--- config.mk ---
export PLATFORM = sky130hd
export DESIGN_NAME = yuyv_to_rgb_pair_converter
export DESIGN_NICKNAME = d
export VERILOG_FILES = /design/src/sv/yrgb_pkg.sv /design/src/sv/yrgb_pixel.sv /design/src/sv/yuyv_to_rgb_pair_converter.sv
export SDC_FILE = /design/constraint.sdc
export NUM_CORES = 1
export LEC_CHECK = 0
export BUFFER_PORTS_ARGS = -buffer_cell sky130_fd_sc_hd__buf_2
export CORE_MARGIN = 8
export CORE_UTILIZATION = 65
export CTS_BUF_LIST = sky130_fd_sc_hd__clkbuf_4 sky130_fd_sc_hd__clkbuf_8 sky130_fd_sc_hd__clkbuf_16
export CTS_CLUSTER_SIZE = 14
export DETAILED_ROUTE_END_ITERATION = 7
export GPL_TIMING_DRIVEN = 0
export PLACE_DENSITY_LB_ADDON = 0.12
export SETUP_SLACK_MARGIN = 0.15
export SYNTH_ARGS = -nofsm -noshare
export SYNTH_HDL_FRONTEND = slang
export SYNTH_HIERARCHICAL = 1
export SYNTH_SLANG_ARGS = --single-unit
export TNS_END_PERCENT = 10
--- constraint.sdc ---
create_clock -name clk -period 38.4 [get_ports clk]
set_input_delay 7.68 -clock clk [delete_from_list [all_inputs] [get_ports clk]]
set_output_delay 7.68 -clock clk [all_outputs]
set_load 0.05 [all_outputs]
--- src/sv/yrgb_pkg.sv ---
`default_nettype none
// ----------------------------------------------------------------------------
// yrgb_pkg
// Shared widths, Q.16 color coefficients and the channel clamp for the
// YUYV to RGB pair converter.
// ----------------------------------------------------------------------------
package yrgb_pkg;

  localparam int BYTE_W = 8;
  localparam int ACC_W  = 27;
  localparam int FRAC_W = 16;

  // Coefficients carry the factor 255 and 16 fractional bits.
  localparam logic signed [ACC_W-1:0] COEF_Y   = 27'sd76289;
  localparam logic signed [ACC_W-1:0] COEF_B_U = 27'sd17;
  localparam logic signed [ACC_W-1:0] COEF_B_V = 27'sd104448;
  localparam logic signed [ACC_W-1:0] OFFS_B   = -27'sd14572585;
  localparam logic signed [ACC_W-1:0] COEF_G_U = -27'sd25769;
  localparam logic signed [ACC_W-1:0] COEF_G_V = -27'sd53193;
  localparam logic signed [ACC_W-1:0] OFFS_G   = 27'sd8873902;
  localparam logic signed [ACC_W-1:0] COEF_R_U = 27'sd132607;
  localparam logic signed [ACC_W-1:0] OFFS_R   = -27'sd18182308;

  typedef struct packed {
    logic signed [ACC_W-1:0] red;
    logic signed [ACC_W-1:0] green;
    logic signed [ACC_W-1:0] blue;
  } chroma_sum_t;

  typedef struct packed {
    logic [BYTE_W-1:0] red;
    logic [BYTE_W-1:0] green;
    logic [BYTE_W-1:0] blue;
  } rgb_t;

  // Negative sums give 0, sums of 256.0 or more give 255, otherwise the
  // integer part is kept.
  function automatic logic [BYTE_W-1:0] clamp_channel(input logic signed [ACC_W-1:0] acc);
    logic [BYTE_W-1:0] res;
    if (acc[ACC_W-1]) begin
      res = '0;
    end else if (|acc[ACC_W-2:FRAC_W+BYTE_W]) begin
      res = '1;
    end else begin
      res = acc[FRAC_W+BYTE_W-1:FRAC_W];
    end
    return res;
  endfunction

endpackage
`default_nettype wire

--- src/sv/yrgb_pixel.sv ---
`default_nettype none
// ----------------------------------------------------------------------------
// yrgb_pixel
// Luma path of one pixel: scales the luma byte, adds the shared chroma sums
// and clamps each channel. Four register stages, all advanced by en.
// ----------------------------------------------------------------------------
module yrgb_pixel (
  input  wire logic                        clk,
  input  wire logic                        en,
  input  wire logic [yrgb_pkg::BYTE_W-1:0] luma,
  input  wire yrgb_pkg::chroma_sum_t       chroma,
  output yrgb_pkg::rgb_t                   rgb
);

  logic signed [yrgb_pkg::ACC_W-1:0] luma_prod_r, luma_prod_nxt;
  logic signed [yrgb_pkg::ACC_W-1:0] luma_dly_r;
  yrgb_pkg::chroma_sum_t             acc_r, acc_nxt;
  yrgb_pkg::rgb_t                    rgb_r, rgb_nxt;

  always_comb begin
    luma_prod_nxt = $signed({{(yrgb_pkg::ACC_W-yrgb_pkg::BYTE_W){1'b0}}, luma})
                    * yrgb_pkg::COEF_Y;
    acc_nxt.red   = luma_dly_r + chroma.red;
    acc_nxt.green = luma_dly_r + chroma.green;
    acc_nxt.blue  = luma_dly_r + chroma.blue;
    rgb_nxt.red   = yrgb_pkg::clamp_channel(acc_r.red);
    rgb_nxt.green = yrgb_pkg::clamp_channel(acc_r.green);
    rgb_nxt.blue  = yrgb_pkg::clamp_channel(acc_r.blue);
  end

  always_ff @(posedge clk) begin
    if (en) begin
      luma_prod_r <= luma_prod_nxt;
      luma_dly_r  <= luma_prod_r;
      acc_r       <= acc_nxt;
      rgb_r       <= rgb_nxt;
    end
  end

  assign rgb = rgb_r;

endmodule
`default_nettype wire

--- src/sv/yuyv_to_rgb_pair_converter.sv ---
`default_nettype none
// ----------------------------------------------------------------------------
// yuyv_to_rgb_pair_converter
// Converts one YUYV group into two RGB888 pixels sharing the chroma.
// ----------------------------------------------------------------------------
// Usage:
// A request on the in_ channel carries Y0, U, Y1, V and an end-of-frame flag.
// Each request yields exactly one request on the out_ channel with two
// clamped RGB pixels and a copy of the flag.
// Throughput is one group per cycle unless the receiver stalls; the stage
// depth is set by the constant multipliers of the first stage and the
// three-operand chroma adders of the second.
// Stages: multiply, chroma sum, luma add, clamp into the output register.
// When the receiver stalls while a result waits, the whole pipeline holds
// and in_stall is raised in the same cycle, so nothing is lost or repeated.
// Reset clears all stage valid bits; data registers are not reset.
// ----------------------------------------------------------------------------
module yuyv_to_rgb_pair_converter (
  input  wire logic                        clk,
  input  wire logic                        rst_n,
  input  wire logic                        in_valid,
  output      logic                        in_stall,
  input  wire logic [yrgb_pkg::BYTE_W-1:0] in_luma_first,
  input  wire logic [yrgb_pkg::BYTE_W-1:0] in_chroma_u,
  input  wire logic [yrgb_pkg::BYTE_W-1:0] in_luma_second,
  input  wire logic [yrgb_pkg::BYTE_W-1:0] in_chroma_v,
  input  wire logic                        in_frame_end,
  output      logic                        out_valid,
  input  wire logic                        out_stall,
  output      logic [yrgb_pkg::BYTE_W-1:0] out_red_first,
  output      logic [yrgb_pkg::BYTE_W-1:0] out_green_first,
  output      logic [yrgb_pkg::BYTE_W-1:0] out_blue_first,
  output      logic [yrgb_pkg::BYTE_W-1:0] out_red_second,
  output      logic [yrgb_pkg::BYTE_W-1:0] out_green_second,
  output      logic [yrgb_pkg::BYTE_W-1:0] out_blue_second,
  output      logic                        out_frame_last
);

  localparam int STAGES = 4;

  logic                              advance;
  logic [STAGES-1:0]                 valid_r, valid_nxt;
  logic [STAGES-1:0]                 frame_r, frame_nxt;
  logic signed [yrgb_pkg::ACC_W-1:0] r_u_r, g_u_r, g_v_r, b_u_r, b_v_r;
  logic signed [yrgb_pkg::ACC_W-1:0] u_ext, v_ext;
  yrgb_pkg::chroma_sum_t             chroma_r, chroma_nxt;
  yrgb_pkg::rgb_t                    rgb_first, rgb_second;

  // The pipeline moves unless a finished result is held by the receiver.
  assign advance  = !(valid_r[STAGES-1] && out_stall);
  assign in_stall = !advance;

  assign valid_nxt = {valid_r[STAGES-2:0], in_valid};
  assign frame_nxt = {frame_r[STAGES-2:0], in_frame_end};

  always_ff @(posedge clk) begin
    if (!rst_n) begin
      valid_r <= '0;
    end else if (advance) begin
      valid_r <= valid_nxt;
    end
  end

  assign u_ext = $signed({{(yrgb_pkg::ACC_W-yrgb_pkg::BYTE_W){1'b0}}, in_chroma_u});
  assign v_ext = $signed({{(yrgb_pkg::ACC_W-yrgb_pkg::BYTE_W){1'b0}}, in_chroma_v});

  always_comb begin
    chroma_nxt.red   = r_u_r + yrgb_pkg::OFFS_R;
    chroma_nxt.green = g_u_r + g_v_r + yrgb_pkg::OFFS_G;
    chroma_nxt.blue  = b_u_r + b_v_r + yrgb_pkg::OFFS_B;
  end

  always_ff @(posedge clk) begin
    if (advance) begin
      frame_r  <= frame_nxt;
      r_u_r    <= u_ext * yrgb_pkg::COEF_R_U;
      g_u_r    <= u_ext * yrgb_pkg::COEF_G_U;
      g_v_r    <= v_ext * yrgb_pkg::COEF_G_V;
      b_u_r    <= u_ext * yrgb_pkg::COEF_B_U;
      b_v_r    <= v_ext * yrgb_pkg::COEF_B_V;
      chroma_r <= chroma_nxt;
    end
  end

  yrgb_pixel u_pixel_first (
    .clk    (clk),
    .en     (advance),
    .luma   (in_luma_first),
    .chroma (chroma_r),
    .rgb    (rgb_first)
  );

  yrgb_pixel u_pixel_second (
    .clk    (clk),
    .en     (advance),
    .luma   (in_luma_second),
    .chroma (chroma_r),
    .rgb    (rgb_second)
  );

  assign out_valid        = valid_r[STAGES-1];
  assign out_frame_last   = frame_r[STAGES-1];
  assign out_red_first    = rgb_first.red;
  assign out_green_first  = rgb_first.green;
  assign out_blue_first   = rgb_first.blue;
  assign out_red_second   = rgb_second.red;
  assign out_green_second = rgb_second.green;
  assign out_blue_second  = rgb_second.blue;

endmodule
`default_nettype wire
After elaboration in Yosys (flattened, before gate mapping). Index checks and enable logic that the tools add are counted. Widths: inputs -> output; s select.

Input bits: 37. Logic and storage cells: 57. Bits in registers: 531.

Multipliers: 7. Multiplexer cells: 6. Add/subtract/negate cells: 11. Reduce and logical (&&, ||, !) cells: 7.

Operator list (count): $add 27x27->27 (8); $add 27x25->27 const B (2); $mul 8x17->25 const B (2); $mux 8 (6); $add 27x26->27 const B (1); $mul 8x18->26 const B (1); $mul 9x17->26 const B (1); $mul 9x16->25 const B (1); $mul 8x6->14 const B (1); $mul 8x5->13 const B (1); $reduce_or 2->1 (6); $logic_and 1x1->1 (1).

Longest topological paths before layout.
Word-level depth: 2. Depth in mapped cells: 17.

Modules after synthesis. Netlist, hierarchy kept.

By module, submodules not included: yuyv_to_rgb_pair_converter (instances 1, area an instance 16946.3 um^2, cells each 1605); yrgb_pixel (u_pixel_second) (instances 1, area an instance 6861.6 um^2, cells each 626); yrgb_pixel (u_pixel_first) (instances 1, area an instance 6734.0 um^2, cells each 589).

Worst setup path before layout. No wires, ideal clock.

Path kind: input -> output. Start: in out_stall. End: out in_stall. Cell stages on the path: 2. Arrival time: 18948 ps. Setup slack: 11772 ps. Required time: 30720 ps. Cells stage by stage: nand2_1 -> inv_1.

Cells in the longest elaborated chain, start to end: 1.

Ends and longest elaborated chain: start: declaration (line yuyv_to_rgb_pair_converter.sv:29) `input wire logic out_stall,`; $logic_and 1x1->1 (line yuyv_to_rgb_pair_converter.sv:50) `assign advance = !(valid_r[STAGES-1] && out_stall);`; end: declaration (line yuyv_to_rgb_pair_converter.sv:22) `output logic in_stall,`.

Every way passes these cells.

Worst setup path in the final report. Ends and elaborated chain as after synthesis.

==> flow_metrics.py <==
metrics = {
    "die": {
        "coreArea_um2": 46500,
        "dieWidth_um": 233,
        "io_pins": 88,
        "die-area_um2": 54200,
        "start_util": 0.657,
        "fp.dieH_um": 233,
        "row_count": 79,
    },
    "yosys": {
        "synth.yosys.seq_area_share": 0.382,
        "synth_area_um2": 30500,
        "synthFlopType": "edfxtp_1",
        "synth_seq_cells": 390,
        "yosysWarningCount": 6,
        "syn_inst": 2820,
        "ys_types": 87,
        "synth.net_count": 3460,
        "async_reset_ff_frac": 0,
        "synth_edf_count": 386,
        "syn_avg_cell_area_um2": 10.8,
    },
    "pwr": {
        "leakage_nw": 15.2,
        "p_per_area_nw_per_um2": 97.7,
        "peakVddDrop_uv": 90.8,
    },
    "routing": {
        "wl_met3_um": 4360,
        "wl_per_cell_um": 19.5,
        "drtIter0Drc": 1494,
        "wl_met1_um": 28700,
        "wl_met2_um": 33900,
        "viasPerCell": 6.01,
        "wl_um": 70100,
        "post-route-drc-count": 0,
        "highest_layer": "met5",
        "vias": 21600,
        "ant_nets": 0,
        "drtPass1Iterations": 7,
    },
    "status": {
        "status": "completed",
    },
    "global_route": {
        "grt_pass1_wl_um": 111000,
        "antenna_found_initial": 5,
        "grt.overflow.total": 0,
        "grt_usage": 0.258,
        "grt_max_degree": 80,
        "grt_pass1_vias": 21500,
    },
    "clock_network": {
        "clk_pin_slew_ns": 0.06,
        "cts_tree": "done",
        "clk_latency_ns": 0.59,
        "cts_setup_buffers": 0,
        "cts_root_buf": "clkbuf_16",
        "post_cts_resized": 0,
        "cts_buffers": 40,
        "htreeDepth": 2,
        "cts.sinks": 390,
        "clk_path_buf_depth": 3,
        "postCtsHoldBufs": 0,
    },
    "finish": {
        "instances_no_fill": 3595,
        "areaGrowthSynthToFinish_pct": 8.75,
        "fillerInstances": 3322,
        "nets": 3594,
        "final_cell_mix": "ha_1, edfxtp_1, inv_1, nor2_1, a21oi_1",
        "drive_gt1_frac": 0.0687,
        "mostFrequentLayoutCell": "ha_1",
    },
    "worst_setup_path": {
        "required_ns": 30.72,
        "endpoint_kind": "primary output",
        "start_kind": "input pin",
        "crit_fanout": 77,
        "worst-setup-path-type": "input pin to primary output",
        "cp_data_arrival_time_ns": 9.15,
    },
    "timing": {
        "max_freq_mhz": 59.4,
        "skew_ns": 0.0205,
        "setup-violations-final": 0,
        "post-route-min-period_ns": 16.83,
        "period_share": 0.438,
        "setup_tns_ns": 0,
        "worst_slew_margin_rel": 0.502,
        "drv_slew": 0,
        "worst_pin_slew_ns": 0.741,
        "hold_viol_final": 0,
        "rsz0062_at_grt": "false",
    },
    "place": {
        "portBuffers": 87,
        "hpwl_um": 56600,
        "dp.cells": 3519,
        "gp_congestion": 0.923,
    },
    "hold_path": {
        "hp-class": "register to register",
    },
    "flow_run": {
        "maxCapViolations": 0,
    },
}
## sequential cells by signal (all words and copies together), names as in the netlist
register,flops
u_pixel_first/rgb,24
u_pixel_second/acc_r,33
r_u_r,24
b_u_r,12
u_pixel_second/rgb,24
u_pixel_first/luma_prod_r,22
frame_r,4
b_v_r,12
g_u_r,25
u_pixel_second/luma_dly_r,22
g_v_r,26
u_pixel_second/luma_prod_r,22
u_pixel_first/acc_r,33
valid_r,4
chroma_r,81
u_pixel_first/luma_dly_r,22
## stage by stage
stage	instance area, um2	worst slack [ns]	hold slack [ns]	total power [mW]	utilization
2_1_floorplan	30500	11.77	0.400	2.34	-
3_3_place_gp	31700	10.31	0.405	2.78	0.683
3_5_place_dp	31900	21.53	0.405	2.84	0.686
4_1_cts	33200	21.53	0.406	3.24	0.715
5_1_grt	33200	21.42	0.408	3.50	0.715
6_report	33200	21.57	0.408	3.24	0.715
## worst max-delay path, cell delays in order
cell and delay, ns:
buf_2 0.12, nand2_4 0.51, buf_16 0.38, inv_1 0.17, buf_2 0.25
## cell type report
type / instances / area [um2] / area share
diodes: 4 / 10.0 / 0.000301
clock inverters: 15 / 161 / 0.00486
inverters: 350 / 1310 / 0.0396
multi-input cells: 2039 / 17400 / 0.523
repair buffers: 92 / 573 / 0.0173
plain buffers: 41 / 191 / 0.00576
clock buffers: 57 / 1160 / 0.0349
flip-flops and latches: 390 / 11700 / 0.351
well taps: 607 / 759 / 0.0229
## routing by layer
metal / track usage / vias to the layer above
met2: 0.443 / 669
met1: 0.316 / 10300
li1: - / 10500
met5: 0 / -
met3: 0.0463 / 170
met4: 0.113 / 2
## cells by family after synthesis
kind of cell | count (synthesis) | synth area share
AOI/OAI and AO/OA | 656 | 0.143
xor gates and xnor gates | 186 | 0.0533
adders and majority gates | 603 | 0.279
buffers and inverters | 391 | 0.0493
DFF | 390 | 0.382
muxes | 5 | 0.00164
and+or+nand+nor | 589 | 0.0910
## path summary, 6_finish.rpt
path / start / cells past startpoint / slack [ns] / end
setup / recovery: out_stall / 5 / 21.57 / in_stall
hold / removal: u_pixel_first/luma_prod_r[5]$_DFFE_PP_ / 0 / 0.41 / u_pixel_first/luma_dly_r[5]$_DFFE_PP_
hold reg to reg: u_pixel_first/luma_prod_r[5]$_DFFE_PP_ / 0 / 0.41 / u_pixel_first/luma_dly_r[5]$_DFFE_PP_
setup reg to reg: g_v_r[1]$_DFFE_PN_ / 13 / 34.93 / chroma_r[52]$_DFFE_PN_
## power by group
group	leakage (nW)	total (mW)	switching (mW)	internal, mW
registers	4.12	0.895	0.126	0.769
logic	10.4	1.96	1.18	0.784
clock network	0.663	0.385	0.164	0.221
total	15.2	3.24	1.47	1.77
## synthesized netlist by cell type (all sizes together), types with 11 or more instances
cell type  count  area [um2]
a21oi        183         935
a211oi        26         200
nor2b         22         138
or2           18         113
o211ai        21         158
o21bai        14         105
nor2         225         845
clkbuf        29         109
nand2b        17         106
a2111oi       11         115
o21a          33         255
inv          350        1310
fa           132        2640
or3           11        73.8
nor3          38         190
a21boi        19         143
o21ai        117         589
edfxtp       386       11600
a21o          94         708
and3          17         108
a31oi         34         219
nand2        116         435
xor2          72         631
nor4          11        68.8
nand4         31         194
o311ai        11        96.4
ha           471        5890
xnor2        114         998
nand3         51         255
buf           12        82.6
Note: power is estimated with default switching activity, not from simulation.
